$ cat config.mk
export PLATFORM = sky130hd
export DESIGN_NAME = text_to_utf8_sanitizer_top
export DESIGN_NICKNAME = d
export VERILOG_FILES = /design/src/design/tus_pkg.sv /design/src/design/tus_fifo.sv /design/src/design/tus_engine.sv /design/src/design/text_to_utf8_sanitizer_top.sv
export SDC_FILE = /design/constraint.sdc
export NUM_CORES = 1
export LEC_CHECK = 0
export BUFFER_PORTS_ARGS = -buffer_cell sky130_fd_sc_hd__buf_2
export CAP_MARGIN = 25
export CORE_UTILIZATION = 50
export CTS_CLUSTER_DIAMETER = 120
export DETAILED_ROUTE_END_ITERATION = 10
export PLACE_DENSITY = 0.73
export SYNTH_ARGS = -nofsm -noshare
export SYNTH_HDL_FRONTEND = slang
export SYNTH_SLANG_ARGS = --single-unit
export TNS_END_PERCENT = 30
$ cat constraint.sdc
create_clock -name clk -period 4.48 [get_ports clk]
set_input_delay 0.896 -clock clk [delete_from_list [all_inputs] [get_ports clk]]
set_output_delay 0.896 -clock clk [all_outputs]
set_load 0.005 [all_outputs]
$ cat src/design/tus_pkg.sv
`timescale 1ns / 1ps
// Shared types, constants and the code point encoder of the text-to-UTF-8 sanitizer.
// Has no dependencies; the engine, the top level and the checker use it by scoped names.
package tus_pkg;

  // Character set identifiers.
  localparam logic [15:0] CS_UTF8  = 16'h006A;
  localparam logic [15:0] CS_UCS2  = 16'h03E8;
  localparam logic [15:0] CS_U16BE = 16'h03F5;
  localparam logic [15:0] CS_U16LE = 16'h03F6;
  localparam logic [15:0] CS_U16   = 16'h03F7;

  localparam int MAX_TEXT_DEF  = 64;
  localparam int IN_Q_DEPTH    = 2;
  localparam int OUT_Q_DEPTH   = 4;
  localparam int PEND_MAX      = 6;

  localparam logic [7:0] CH_QMARK = 8'h3F;
  localparam logic [7:0] CH_SPACE = 8'h20;

  typedef struct packed {
    logic [7:0] in_byte;
    logic       byte_absent;
    logic       in_last;
  } in_item_t;

  typedef struct packed {
    logic [7:0] out_byte;
    logic       out_valid;
    logic       out_last;
  } out_item_t;

  // Encoded form of one code point: byte count and bytes, first byte at index 0.
  typedef struct packed {
    logic [2:0]      nb;
    logic [3:0][7:0] b;
  } enc_t;

  function automatic enc_t encode_cp(input logic [20:0] cp);
    enc_t e;
    e.b = '0;
    if (cp <= 21'h7F) begin
      e.nb   = 3'd1;
      e.b[0] = cp[7:0];
    end else if (cp <= 21'h7FF) begin
      e.nb   = 3'd2;
      e.b[0] = {3'b110, cp[10:6]};
      e.b[1] = {2'b10, cp[5:0]};
    end else if (cp <= 21'hFFFF) begin
      e.nb   = 3'd3;
      e.b[0] = {4'b1110, cp[15:12]};
      e.b[1] = {2'b10, cp[11:6]};
      e.b[2] = {2'b10, cp[5:0]};
    end else begin
      e.nb   = 3'd4;
      e.b[0] = {5'b11110, cp[20:18]};
      e.b[1] = {2'b10, cp[17:12]};
      e.b[2] = {2'b10, cp[11:6]};
      e.b[3] = {2'b10, cp[5:0]};
    end
    return e;
  endfunction

endpackage

$ cat src/design/tus_fifo.sv
`timescale 1ns / 1ps
// Small register queue used on the input side and between the engine and the result port.
// Depends on nothing but its parameters.
module tus_fifo #(
  parameter int WIDTH = 8,
  parameter int DEPTH = 2
) (
  input  logic             clk,
  input  logic             rst_n,
  input  logic             push,
  input  logic [WIDTH-1:0] din,
  output logic             full,
  input  logic             pop,
  output logic [WIDTH-1:0] dout,
  output logic             empty
);

  localparam int PW = (DEPTH > 1) ? $clog2(DEPTH) : 1;
  localparam int CW = $clog2(DEPTH + 1);

  logic [WIDTH-1:0] mem_r [DEPTH];
  logic [PW-1:0]    wptr_r, rptr_r;
  logic [CW-1:0]    cnt_r;
  logic             do_push, do_pop;

  assign full    = (cnt_r == CW'(DEPTH));
  assign empty   = (cnt_r == '0);
  assign do_push = push && !full;
  assign do_pop  = pop && !empty;
  assign dout    = mem_r[rptr_r];

  // Storage is written at the write pointer only.
  always_ff @(posedge clk) begin
    if (do_push) begin
      mem_r[wptr_r] <= din;
    end
  end

  // Pointers wrap at the depth; the count tracks occupancy.
  always_ff @(posedge clk) begin
    if (!rst_n) begin
      wptr_r <= '0;
      rptr_r <= '0;
      cnt_r  <= '0;
    end else begin
      if (do_push) begin
        wptr_r <= (wptr_r == PW'(DEPTH - 1)) ? '0 : wptr_r + 1'b1;
      end
      if (do_pop) begin
        rptr_r <= (rptr_r == PW'(DEPTH - 1)) ? '0 : rptr_r + 1'b1;
      end
      if (do_push && !do_pop) begin
        cnt_r <= cnt_r + 1'b1;
      end else if (do_pop && !do_push) begin
        cnt_r <= cnt_r - 1'b1;
      end
    end
  end

endmodule

$ cat src/design/tus_engine.sv
`timescale 1ns / 1ps
// Back end of the sanitizer: holds lookahead bytes, decodes UTF-8 or UTF-16 one step
// a cycle and emits result bytes one a cycle while the result queue has room. Depends on tus_pkg.
module tus_engine #(
  parameter int MAX_TEXT = tus_pkg::MAX_TEXT_DEF
) (
  input  logic                clk,
  input  logic                rst_n,
  input  logic [15:0]         charset,
  input  logic                q_empty,
  input  tus_pkg::in_item_t   q_item,
  output logic                q_pop,
  input  logic                o_full,
  output logic                o_push,
  output tus_pkg::out_item_t  o_item
);

  localparam int EW = $clog2(MAX_TEXT + 1);

  typedef enum logic [1:0] {S_IDLE, S_DECIDE, S_EMIT, S_END} state_t;

  state_t          state_r;
  logic [3:0][7:0] held_r;
  logic [2:0]      hcnt_r;
  logic [EW-1:0]   ecnt_r;
  logic            le_r, start_r, halt_r, last_r;
  logic [2:0]      npend_r;
  logic            pv_r;
  logic [7:0]      pb_r;
  logic [3:0][7:0] eb_r;
  logic [2:0]      en_r, ei_r;

  // Step decision.
  logic            utf16, le, bom_step, loop_done;
  logic [2:0]      a_nb, a_drop;
  logic [3:0][7:0] a_b;
  logic            a_halt, a_brk;
  logic [15:0]     u0, u1;
  logic [7:0]      b0;
  logic            lead2, lead3, lead4, cont_ok;
  logic [2:0]      need;
  logic [20:0]     cp8, cp16;
  tus_pkg::enc_t   enc;
  logic [20:0]     enc_cp;
  logic [EW:0]     fit_sum;
  logic            fits;

  assign utf16 = (charset == tus_pkg::CS_UCS2) || (charset == tus_pkg::CS_U16BE) ||
                 (charset == tus_pkg::CS_U16LE) || (charset == tus_pkg::CS_U16);
  assign le    = (charset == tus_pkg::CS_U16) ? le_r : (charset == tus_pkg::CS_U16LE);
  assign bom_step = utf16 && (charset == tus_pkg::CS_U16) && start_r && (hcnt_r >= 3'd2);
  assign loop_done = halt_r || (utf16 ? (hcnt_r < 3'd2) : (hcnt_r == 3'd0));

  assign u0 = le ? {held_r[1], held_r[0]} : {held_r[0], held_r[1]};
  assign u1 = le ? {held_r[3], held_r[2]} : {held_r[2], held_r[3]};
  assign b0 = held_r[0];

  assign lead2 = (b0[7:5] == 3'b110);
  assign lead3 = (b0[7:4] == 4'b1110);
  assign lead4 = (b0[7:3] == 5'b11110);
  assign need  = lead2 ? 3'd2 : lead3 ? 3'd3 : 3'd4;
  assign cont_ok = (held_r[1][7:6] == 2'b10) &&
                   ((need < 3'd3) || (held_r[2][7:6] == 2'b10)) &&
                   ((need < 3'd4) || (held_r[3][7:6] == 2'b10));

  always_comb begin
    priority case (1'b1)
      lead2:   cp8 = {10'd0, b0[4:0], held_r[1][5:0]};
      lead3:   cp8 = {5'd0, b0[3:0], held_r[1][5:0], held_r[2][5:0]};
      default: cp8 = {b0[2:0], held_r[1][5:0], held_r[2][5:0], held_r[3][5:0]};
    endcase
  end

  // A surrogate pair always lands above the basic plane.
  assign cp16 = 21'h10000 + {1'b0, u0[9:0], u1[9:0]};

  always_comb begin
    if (utf16) begin
      enc_cp = ((u0 >= 16'hD800) && (u0 <= 16'hDBFF)) ? cp16 : {5'd0, u0};
    end else begin
      enc_cp = cp8;
    end
  end

  assign enc     = tus_pkg::encode_cp(enc_cp);
  assign fit_sum = {1'b0, ecnt_r} + (EW + 1)'(enc.nb);
  assign fits    = (fit_sum < (EW + 1)'(MAX_TEXT));

  // One decoding step: bytes to emit, bytes to drop, and whether to stop.
  always_comb begin
    logic [20:0] lo;
    a_nb   = 3'd0;
    a_b    = '0;
    a_drop = 3'd0;
    a_halt = 1'b0;
    a_brk  = 1'b0;
    lo     = lead2 ? 21'h80 : lead3 ? 21'h800 : 21'h10000;
    if (utf16) begin
      if ((u0 >= 16'hD800) && (u0 <= 16'hDBFF)) begin
        if (hcnt_r < 3'd4) begin
          if (!last_r) begin
            a_brk = 1'b1;
          end else begin
            a_nb = 3'd1; a_b[0] = tus_pkg::CH_QMARK; a_drop = 3'd2;
          end
        end else if ((u1 >= 16'hDC00) && (u1 <= 16'hDFFF)) begin
          if (fits) begin
            a_nb = enc.nb; a_b = enc.b;
          end
          a_drop = 3'd4;
        end else begin
          a_nb = 3'd1; a_b[0] = tus_pkg::CH_QMARK; a_drop = 3'd2;
        end
      end else if ((u0 >= 16'hDC00) && (u0 <= 16'hDFFF)) begin
        a_nb = 3'd1; a_b[0] = tus_pkg::CH_QMARK; a_drop = 3'd2;
      end else begin
        if (fits) begin
          a_nb = enc.nb; a_b = enc.b;
        end
        a_drop = 3'd2;
      end
    end else begin
      if (b0 < 8'h80) begin
        a_nb = 3'd1; a_b[0] = (b0 >= tus_pkg::CH_SPACE) ? b0 : tus_pkg::CH_SPACE;
        a_drop = 3'd1;
      end else if (!(lead2 || lead3 || lead4)) begin
        a_nb = 3'd1; a_b[0] = tus_pkg::CH_QMARK; a_drop = 3'd1;
      end else if (hcnt_r < need) begin
        a_brk = 1'b1;
        if (last_r) begin
          a_nb = 3'd1; a_b[0] = tus_pkg::CH_QMARK; a_halt = 1'b1;
        end
      end else if (!cont_ok) begin
        a_nb = 3'd1; a_b[0] = tus_pkg::CH_QMARK; a_drop = 3'd1;
      end else begin
        a_drop = need;
        if ((cp8 >= lo) && (cp8 <= 21'hFFFF) && ((cp8 < 21'hD800) || (cp8 > 21'hDFFF))) begin
          if (fits) begin
            a_nb = enc.nb; a_b = enc.b;
          end else begin
            a_halt = 1'b1;
          end
        end else begin
          a_nb = 3'd1; a_b[0] = tus_pkg::CH_QMARK;
        end
      end
    end
  end

  // Handshakes with the two queues.
  assign q_pop = (state_r == S_IDLE) && !q_empty;

  always_comb begin
    o_push = 1'b0;
    o_item = '{out_byte: pb_r, out_valid: 1'b1, out_last: 1'b0};
    if (state_r == S_EMIT) begin
      o_push = pv_r && !o_full && (npend_r < 3'(tus_pkg::PEND_MAX));
    end else if (state_r == S_END) begin
      o_push = (pv_r || last_r) && !o_full;
      o_item = pv_r ? '{out_byte: pb_r, out_valid: 1'b1, out_last: last_r}
                    : '{out_byte: 8'd0, out_valid: 1'b0, out_last: 1'b1};
    end
  end

  // Sequencer and string state.
  always_ff @(posedge clk) begin
    if (!rst_n) begin
      state_r <= S_IDLE;
      hcnt_r  <= 3'd0;
      ecnt_r  <= '0;
      le_r    <= 1'b0;
      start_r <= 1'b1;
      halt_r  <= 1'b0;
      last_r  <= 1'b0;
      npend_r <= 3'd0;
      pv_r    <= 1'b0;
      en_r    <= 3'd0;
      ei_r    <= 3'd0;
    end else begin
      unique case (state_r)
        S_IDLE: begin
          if (!q_empty) begin
            last_r  <= q_item.in_last;
            npend_r <= 3'd0;
            if (!halt_r && !q_item.byte_absent) begin
              if (hcnt_r < 3'd4) begin
                held_r[hcnt_r[1:0]] <= q_item.in_byte;
                hcnt_r <= hcnt_r + 3'd1;
              end
              if (charset != tus_pkg::CS_U16) begin
                start_r <= 1'b0;
              end
            end
            state_r <= halt_r ? S_END : S_DECIDE;
          end
        end
        S_DECIDE: begin
          if (bom_step) begin
            // Byte order mark check on the first two bytes only.
            start_r <= 1'b0;
            le_r    <= (held_r[0] == 8'hFF) && (held_r[1] == 8'hFE);
            if (((held_r[0] == 8'hFF) && (held_r[1] == 8'hFE)) ||
                ((held_r[0] == 8'hFE) && (held_r[1] == 8'hFF))) begin
              held_r[0] <= held_r[2];
              held_r[1] <= held_r[3];
              hcnt_r    <= hcnt_r - 3'd2;
            end
          end else if (loop_done) begin
            state_r <= S_END;
          end else begin
            unique case (a_drop)
              3'd1: begin
                held_r[0] <= held_r[1];
                held_r[1] <= held_r[2];
                held_r[2] <= held_r[3];
              end
              3'd2: begin
                held_r[0] <= held_r[2];
                held_r[1] <= held_r[3];
              end
              3'd3: begin
                held_r[0] <= held_r[3];
              end
              default: ;
            endcase
            hcnt_r <= (a_drop >= hcnt_r) ? 3'd0 : hcnt_r - a_drop;
            if (a_halt) begin
              halt_r <= 1'b1;
            end
            eb_r <= a_b;
            en_r <= a_nb;
            ei_r <= 3'd0;
            if (a_nb != 3'd0) begin
              state_r <= S_EMIT;
            end else if (a_brk) begin
              state_r <= S_END;
            end
          end
        end
        S_EMIT: begin
          // The newest byte waits in a holding register so the last one can be flagged.
          if (!pv_r || !o_full || (npend_r >= 3'(tus_pkg::PEND_MAX))) begin
            if (npend_r < 3'(tus_pkg::PEND_MAX)) begin
              pv_r    <= 1'b1;
              pb_r    <= eb_r[ei_r[1:0]];
              npend_r <= npend_r + 3'd1;
            end
            ecnt_r <= ecnt_r + 1'b1;
            if (ecnt_r >= EW'(MAX_TEXT - 2)) begin
              halt_r <= 1'b1;
            end
            ei_r <= ei_r + 3'd1;
            if (ei_r == en_r - 3'd1) begin
              state_r <= S_DECIDE;
            end
          end
        end
        S_END: begin
          if (!(pv_r || last_r) || !o_full) begin
            pv_r    <= 1'b0;
            state_r <= S_IDLE;
            if (last_r) begin
              hcnt_r  <= 3'd0;
              ecnt_r  <= '0;
              le_r    <= 1'b0;
              start_r <= 1'b1;
              halt_r  <= 1'b0;
            end
          end
        end
        default: state_r <= S_IDLE;
      endcase
    end
  end

endmodule

$ cat src/design/text_to_utf8_sanitizer_top.sv
`timescale 1ns / 1ps
// Top level of the text-to-UTF-8 sanitizer: input queue, decode engine, result queue.
// Depends on tus_pkg, tus_fifo and tus_engine.
//
// Usage: source bytes enter one per request on the in_ side (push/full, accepted when
// push is high and full is low). UTF-8 bytes leave on the out_ side as a queue: the
// oldest result sits on out_item while out_empty is low and is taken with out_pop.
// Every string ends with a result whose out_last is set; an item that yields nothing
// on the final request gives a bare marker with out_valid low.
// cfg_we/cfg_data write the character set ID; write it only while the block is idle.
// Sequence: the engine takes an item, then runs a decode step per character, dropped
// byte or BOM check and an emit step per result byte, then a step that finds nothing
// more can be decided and a closing step. A result shows on out_item in the cycle
// after the engine writes it. The sequencer handles one item at a time, so the next
// item starts only when the current one has closed.
// Reset clears both queues and the string state and sets the charset to UTF-8.
// When the receiver stalls, the result queue fills, the engine waits on its
// emit step and the input queue then raises in_full.
module text_to_utf8_sanitizer_top #(
  parameter int MAX_TEXT = tus_pkg::MAX_TEXT_DEF
) (
  input  logic                clk,
  input  logic                rst_n,
  input  logic                in_push,
  input  tus_pkg::in_item_t   in_item,
  output logic                in_full,
  output logic                out_empty,
  output tus_pkg::out_item_t  out_item,
  input  logic                out_pop,
  input  logic                cfg_we,
  input  logic [15:0]         cfg_data
);

  logic [15:0]        charset_r;
  logic               q_empty, q_pop, o_full, o_push;
  tus_pkg::in_item_t  q_item;
  tus_pkg::out_item_t o_item;

  // Character set register.
  always_ff @(posedge clk) begin
    if (!rst_n) begin
      charset_r <= tus_pkg::CS_UTF8;
    end else if (cfg_we) begin
      charset_r <= cfg_data;
    end
  end

  // Front: queue of accepted requests.
  tus_fifo #(
    .WIDTH ($bits(tus_pkg::in_item_t)),
    .DEPTH (tus_pkg::IN_Q_DEPTH)
  ) u_in_q (
    .clk   (clk),
    .rst_n (rst_n),
    .push  (in_push),
    .din   (in_item),
    .full  (in_full),
    .pop   (q_pop),
    .dout  (q_item),
    .empty (q_empty)
  );

  // Back: decode and emit.
  tus_engine #(
    .MAX_TEXT (MAX_TEXT)
  ) u_engine (
    .clk     (clk),
    .rst_n   (rst_n),
    .charset (charset_r),
    .q_empty (q_empty),
    .q_item  (q_item),
    .q_pop   (q_pop),
    .o_full  (o_full),
    .o_push  (o_push),
    .o_item  (o_item)
  );

  // Result queue.
  tus_fifo #(
    .WIDTH ($bits(tus_pkg::out_item_t)),
    .DEPTH (tus_pkg::OUT_Q_DEPTH)
  ) u_out_q (
    .clk   (clk),
    .rst_n (rst_n),
    .push  (o_push),
    .din   (o_item),
    .full  (o_full),
    .pop   (out_pop),
    .dout  (out_item),
    .empty (out_empty)
  );

endmodule

==> results of run 1 <==
==> per-layer routing <==
layer	up-vias	routed length [um]	global-route usage [%]
li1	4209	-	-
met1	4318	11790	32.82
met2	446	14340	45.90
met3	119	2105	5.549
met4	0	1471	13.27
met5	-	0	0
==> worst register-to-register path: cells and delay by family, from the launching register on <==
family / cells / cell delay (ps)
AND/OR/NAND/NOR: 8 / 2220
AO/OA/AOI/OAI: 5 / 1070
buffers and inverters: 2 / 350
flip-flops: 1 / 310
adder cells (fa/ha/maj): 1 / 310
==> per-stage QoR <==
step,utilization (%),power [mW],std cells
6_report,57.78,6.149,1425
5_1_grt,57.78,6.461,1425
4_1_cts,57.48,6.119,1422
3_5_place_dp,54.58,4.561,1390
3_3_place_gp,54.58,4.515,1390
2_1_floorplan,-,3.835,1093
==> cells by family after synthesis <==
kind of cell,count (synthesis)
and+or+nand+nor,373
AOI/OAI and AO/OA,304
DFF,185
buffers and inverters,119
muxes,63
adders and majority gates,30
xor gates and xnor gates,19
==> layout by cell type, fill, tap and decap left out, drive strengths merged, types with 16 or more instances in the layout <==
master  Yosys  layout
a21boi     16      16
a21oi      75      75
a31oi      20      20
and2       29      29
and3       18      18
buf        17     101
clkbuf     60      20
dfxtp      56      56
edfxtp    129     129
ha         28      28
inv        42      49
mux2i      43      43
mux4       17      17
nand2     111     111
nand2b     21      21
nand3      28      28
nor2       58      58
nor2b      23      23
nor3       20      20
o211ai     21      21
o21ai      56      56
o22ai      28      28
==> sequential cells by signal, indices dropped and copies added, names as in the netlist, 2 cells and up, named ones only <==
register	cells
u_in_q.mem_r	20
u_out_q.wptr_r	2
u_engine.state_r	2
u_engine.eb_r	29
u_out_q.cnt_r	3
u_engine.npend_r	3
u_engine.ei_r	3
u_engine.hcnt_r	3
u_out_q.rptr_r	2
u_engine.b0	8
u_engine.en_r	3
u_engine.pb_r	8
u_engine.ecnt_r	7
u_in_q.cnt_r	2
u_engine.held_r	24
charset_r	16
u_out_q.mem_r	40
==> timing repair <==
item                                    4_1_cts  5_1_grt
endpoints found under the setup margin        0       16
resized for setup                             0        9
buffers inserted                              0        2
==> synth_stat cells (all sizes together), types with 5 or more instances <==
master   count
ha          28
or3          9
mux2i       43
dfxtp       56
o2111ai      7
o211a        5
nand4b       8
o221ai       7
o21ai       56
nand2b      21
o31ai        8
nand4       15
edfxtp     129
a22o         5
a31oi       20
and2        29
xor2        13
mux4        17
a21oi       75
nand3       28
a21boi      16
buf         17
nor2        58
and3        18
nor3        20
clkbuf      60
nor4         5
or2          5
xnor2        6
inv         42
o211ai      21
or4          5
nand2      111
nor2b       23
o22ai       28
a211oi       8
==> power by group through the flow <==
stage | Clock, mW | Sequential [mW] | Combinational [mW]
5_1_grt | 1.64 | 2.40 | 2.42
6_report | 1.56 | 2.38 | 2.21
3_3_place_gp | 0 | 2.40 | 2.11
3_5_place_dp | 0 | 2.41 | 2.15
2_1_floorplan | 0 | 2.23 | 1.60
4_1_cts | 1.58 | 2.37 | 2.17
==> area by class of cell <==
class,instances,area [um^2]
fill,1809,8959
multi-input combinational,790,5497
clock buffer,20,467.9
sequential,185,4995
inverter,42,157.7
tap,275,344.1
timing repair buffer,101,653.1
clock inverter,12,147.6
==> worst min-delay path by stage <==
stage                     depth (start not counted)                       startpoint                              end  slack, ps
after CTS                                         2  u_engine.ecnt_r[5]$_SDFFE_PN0P_  u_engine.ecnt_r[5]$_SDFFE_PN0P_        490
after floorplan                                   1    u_engine.start_r$_SDFFE_PN1P_    u_engine.start_r$_SDFFE_PN1P_        420
after global placement                            1    u_engine.start_r$_SDFFE_PN1P_    u_engine.start_r$_SDFFE_PN1P_        450
after detailed placement                          1    u_engine.start_r$_SDFFE_PN1P_    u_engine.start_r$_SDFFE_PN1P_        460
final                                             2  u_engine.ecnt_r[5]$_SDFFE_PN0P_  u_engine.ecnt_r[5]$_SDFFE_PN0P_        490
after global routing                              1    u_engine.start_r$_SDFFE_PN1P_    u_engine.start_r$_SDFFE_PN1P_        510
==> results.py, run 1 <==
metrics = {
    "outcome": {
        "status": "finished clean",
    },
    "global_route": {
        "grt_pass1_vias": 8689,
        "grt_max_degree": 45,
        "antenna_found_initial": 0,
        "grt_overflow_total": 0,
        "grtUsageTotal_pct": 27.14,
        "grt_pass1_wl_mm": 46.52,
    },
    "die": {
        "start_util_pct": 51.34,
        "core_area_um2": 21220,
        "die_y_um": 149.6,
        "fp.dieW_um": 149.6,
        "row_count": 53,
        "pin_count": 43,
        "dieArea_um2": 22380,
    },
    "yosys": {
        "synth.net_count": 1154,
        "synth_top_family_by_area": "compound AO/OA/AOI/OAI gates",
        "synth_simple_gate_area_share_pct": 18.27,
        "synth_area_leaders": "edfxtp_1 36%, dfxtp_1 10%, mux2i_1 4.0%",
        "ys_types": 86,
        "synth_edf_count": 129,
        "yosys_warnings": 0,
        "synth_xor_area_share_pct": 1.527,
        "synthFlopType": "edfxtp_1",
        "synth.top_cell.area_share_pct": 35.55,
        "synth_cells": 1093,
        "synth_compound_area_share_pct": 18.76,
        "synth_top_area_cell": "edfxtp_1",
        "synth_seq_cells": 185,
        "synthArstFlopShare_pct": 0,
        "avgSynthCellArea_um2": 9.968,
        "synthAdderAreaFrac_pct": 3.583,
        "synth-seq-area-share_pct": 45.84,
        "synth.area.mux_share_pct": 7.774,
        "netlist_area_um2": 10900,
    },
    "setup_path": {
        "critPathBufInv": 2,
        "rr_startpoint": "charset_r[12]$_SDFFE_PN0P_",
        "slowest_stage": "or4_4",
        "worstPathCellList": "or4_4 -> or4_4 -> buf_4 -> a2111o_1 -> a31oi_2 -> nand4_1 -> nor3_2 -> nor2_1 -> ha_1 -> nand2_1 -> nor4_4 -> buf_4 -> o31ai_4 -> nand4b_4 -> o21ai_2 -> o311a_1",
        "reg2regPathDepth": 16,
        "r2r_slack_ps": 130,
        "crit_path_start": "charset_r[12]$_SDFFE_PN0P_",
        "cp_top_family": "simple AND/OR/NAND/NOR gates",
        "worstSetupStartpointType": "register",
        "endpoint_kind": "register",
        "cp_max_fo": 10,
        "crit_path_end": "u_engine.state_r[1]$_SDFFE_PN0P_",
        "crit_type": "register to register",
        "reg2reg_to": "u_engine.state_r[1]$_SDFFE_PN0P_",
        "required_ps": 4810,
        "slowest_delay_ps": 620,
        "crit_cells": 16,
        "crit_arrival_ps": 4680,
    },
    "route": {
        "routedWlPerCell_um": 20.84,
        "wl_mm": 29.70,
        "drtAntennaViolNets": 0,
        "routed_via_density": 6.380,
        "dr.pass1.iters": 7,
        "drc": 0,
        "vias": 9092,
        "drtIter0Drc": 796,
    },
    "power_and_ir_drop": {
        "power_density_nw_per_um2": 501.5,
        "seqPwrFrac_pct": 38.7,
        "power_leakage_nw": 4.518,
        "comb_power_share_pct": 35.9,
        "vdd_ir_drop_max_uv": 332.7,
        "p_switching_mw": 2.304,
        "p_int_mw": 3.845,
        "switching_share_pct": 37.47,
        "clock_power_share_pct": 25.4,
    },
    "timing": {
        "fin_crit_sh_pct": 97.09,
        "maxSlewViolCount": 0,
        "setup_tns_ps": 0,
        "fin_skew_ps": 13.44,
        "period_minus_slack_ps": 4349,
        "finalHoldViolations": 0,
        "fin_ws_ps": 130.5,
        "max_freq_mhz": 229.9,
        "slew_headroom_pct": 35.82,
        "holdWs_ps": 486.3,
        "setup_viol": 0,
        "worst_pin_slew_ps": 957.0,
        "rsz0062_at_grt": "no",
    },
    "clocking": {
        "clkSinkCount": 185,
        "clk_path_buf_depth": 2,
        "cts_tree": "done",
        "cts_htree_levels": 4,
        "holdBufCountCts": 0,
        "cts_root_buf": "clkbuf_16",
        "path_clk_slew_ps": 80,
        "insertion_delay_ps": 440,
        "cts_made_buffers": 17,
    },
    "placed_design": {
        "place_ws_ps": 134.6,
        "port_buffers": 42,
        "hpwl_mm": 21.63,
        "gp_congestion": 1.065,
        "post_dp_cell_area_um2": 11580,
    },
    "flow_run": {
        "drv_cap": 0,
    },
    "cells_and_area": {
        "drive_above_1_share_pct": 16.26,
        "final_cell_area_um2": 12260,
        "nets": 1198,
        "antenna_cells": 0,
        "syn_to_final_growth_pct": 12.54,
    },
    "worst_hold_path": {
        "hold_class": "register to register",
    },
}
Power figures use the tool's default switching activity.
==> inputs of run 2 (changes only) <==
PLACE_DENSITY = 0.71   (was 0.73)
SETUP_SLACK_MARGIN = 0.15   (was default)
clock period = 4.4 ns   (was 4.48 ns; I/O delays follow)
==> run 2 against run 1 <==
Sequential share of layout area fell by 0.58 points. Non-clock buffer count grew 15. Global-route usage about the same. Wire length about the same. Clock power about the same. Fmax increased by 3.5%. Combinational power is 5% higher. Critical endpoint is now u_engine.eb_r[5]$_DFFE_PP_. Via count hardly changed. Highest routed layer unchanged. Cell area rose by 1.5%. Sequential power is essentially flat. Clock skew rose by 1.2 ps.
==> results.py, run 2 (synthesized netlist as in run 1, its figures left out) <==
metrics = {
    "cells_and_area": {
        "layout_common_cells": "129 x edfxtp_1, 110 x nand2_1, 72 x a21oi_1, 72 x buf_4, 56 x nor2_1",
        "largest_reg_flops": 40,
        "finalNonFillerCells": 1439,
        "drive_above_1_share_pct": 18.04,
        "mostFrequentLayoutCell": "edfxtp_1",
        "syn_to_final_growth_pct": 14.19,
        "regMostFlops": "u_out_q.mem_r",
        "top_regs": "u_out_q.mem_r: 40 flops, u_engine.eb_r: 29 flops, u_engine.held_r: 24 flops",
        "nets": 1212,
        "antenna_cells": 0,
    },
    "placed_design": {
        "place_inst": 1400,
        "gp_congestion": 0.9677,
        "port_buffers": 42,
        "hpwl_mm": 21.46,
    },
    "worst_hold_path": {
        "hold_class": "register to register",
    },
    "timing": {
        "setup_viol": 0,
        "worst_pin_slew_ps": 997.2,
        "rsz0062_at_grt": "yes",
        "max_freq_mhz": 238.0,
        "finalHoldViolations": 0,
        "fin_skew_ps": 14.67,
        "slew_headroom_pct": 33.38,
        "period_minus_slack_ps": 4201,
        "fin_crit_sh_pct": 95.48,
        "maxSlewViolCount": 0,
    },
    "clocking": {
        "cts_tree": "done",
        "clkSinkCount": 185,
        "insertion_delay_ps": 450,
        "path_clk_slew_ps": 70,
        "cts_root_buf": "clkbuf_16",
        "cts_htree_levels": 4,
        "cts_made_buffers": 17,
        "clk_path_buf_depth": 2,
        "holdBufCountCts": 0,
    },
    "global_route": {
        "grt_max_degree": 30,
        "grt_pass1_vias": 8693,
        "grt_pass1_wl_mm": 46.78,
        "antenna_found_initial": 0,
        "grt_overflow_total": 0,
        "grtUsageTotal_pct": 27.18,
    },
    "setup_path": {
        "cp_max_fo": 7,
        "required_ps": 4710,
        "worstSetupStartpointType": "register",
        "endpoint_kind": "register",
        "crit_type": "register to register",
        "crit_arrival_ps": 4510,
    },
    "die": {
        "die_y_um": 149.6,
        "row_count": 53,
        "start_util_pct": 51.34,
        "pin_count": 43,
        "core_area_um2": 21220,
        "dieArea_um2": 22380,
        "fp.dieW_um": 149.6,
    },
    "route": {
        "wl_mm": 29.70,
        "routedWlPerCell_um": 20.64,
        "routed-wl-met3_mm": 2.185,
        "drt-met1-wl_mm": 11.93,
        "drtAntennaViolNets": 0,
        "drtIter0Drc": 1032,
        "routed_via_density": 6.320,
        "drc": 0,
        "dr.pass1.iters": 5,
        "dr_wl_met2_mm": 14.36,
        "topRoutingLayerUsed": "met4",
        "vias": 9094,
    },
    "power_and_ir_drop": {
        "p_switching_mw": 2.391,
        "power_leakage_nw": 4.594,
        "comb_power_share_pct": 37.1,
        "clock_power_share_pct": 24.7,
        "vdd_ir_drop_max_uv": 322.1,
        "switching_share_pct": 38.14,
        "total_power_mw": 6.270,
        "p_int_mw": 3.879,
        "power_density_nw_per_um2": 503.9,
        "seqPwrFrac_pct": 38.3,
    },
    "outcome": {
        "status": "finished clean",
    },
    "flow_run": {
        "drv_cap": 0,
    },
}
-- run 2: changes by cell type in the layout (fill, tap and decap cells not counted), sizes merged --
cell    change
clkinv      +1
clkbuf      -2
buf        +15
or4         -1
inv         +2
bufinv      -1
-- run 2: metal layers --
metal / GRT usage (%) / up-vias
met3: 4.848 / 96
met2: 46.25 / 459
met5: 0 / -
met4: 11.53 / 0
li1: - / 4238
met1: 33.77 / 4301
-- run 2: cell type report --
| class | instances | area, um^2 |
|---|---|---|
| tap | 275 | 344.1 |
| sequential | 185 | 4996 |
| multi-input combinational | 789 | 5564 |
| clock inverter | 14 | 167.7 |
| fill | 1806 | 8778 |
| inverter | 42 | 157.7 |
| clock buffer | 18 | 439.2 |
| timing repair buffer | 116 | 773.2 |
-- run 2: timing repair --
| item | 4_1_cts | 5_1_grt |
|---|---|---|
| gates resized for setup | 4 | 18 |
| setup endpoints to repair | 8 | 28 |
| pin swaps | 3 | 14 |
| endpoints found under the hold margin | 0 | 0 |
| buffers inserted | 3 | 4 |
-- run 2: power groups by stage --
stage | clock network [mW] | logic (mW) | registers, mW
after detailed placement | 0 | 2.22 | 2.43
after global routing | 1.62 | 2.54 | 2.43
final | 1.55 | 2.32 | 2.40
after floorplan | 0 | 1.64 | 2.27
after global placement | 0 | 2.20 | 2.42
after CTS | 1.57 | 2.25 | 2.40
-- run 2: worst max-delay path: stages, from the launching register on --
cell,delay (ps)
dfxtp_2,330
or4bb_1,500
or4_4,630
a2111oi_4,240
o31ai_2,130
buf_4,160
nor4b_4,280
nand2_1,120
nor3_2,240
nor2_1,90
ha_1,230
o221ai_2,230
nand2_1,150
buf_4,160
a221oi_1,290
o221ai_1,180
nand2_1,90
-- run 2: final timing paths --
| check | startpoint | end | slack, ps | cells past startpoint |
|---|---|---|---|---|
| worst max-delay path | charset_r[9]$_SDFFE_PN0P_ | u_engine.eb_r[5]$_DFFE_PP_ | 200 | 16 |
| worst min-delay path | u_engine.start_r$_SDFFE_PN1P_ | u_engine.start_r$_SDFFE_PN1P_ | 470 | 1 |
| worst max register to register | charset_r[9]$_SDFFE_PN0P_ | u_engine.eb_r[5]$_DFFE_PP_ | 200 | 16 |
| worst min register to register | u_engine.start_r$_SDFFE_PN1P_ | u_engine.start_r$_SDFFE_PN1P_ | 470 | 1 |
-- run 2: per-stage QoR --
| step | worst slack (ps) | hold WS, ps | cell area, um^2 | setup TNS, ps | util, % |
|---|---|---|---|---|---|
| after floorplan | 170.8 | 419.9 | 10900 | 0 | - |
| after global placement | 190.6 | 435.7 | 11670 | 0 | 54.98 |
| after detailed placement | 101.5 | 439.3 | 11670 | 0 | 54.98 |
| after CTS | 159.2 | 455.3 | 12320 | 0 | 58.04 |
| after global routing | -7.300 | 482.3 | 12440 | -7.300 | 58.63 |
| final | 198.9 | 467.4 | 12440 | 0 | 58.63 |
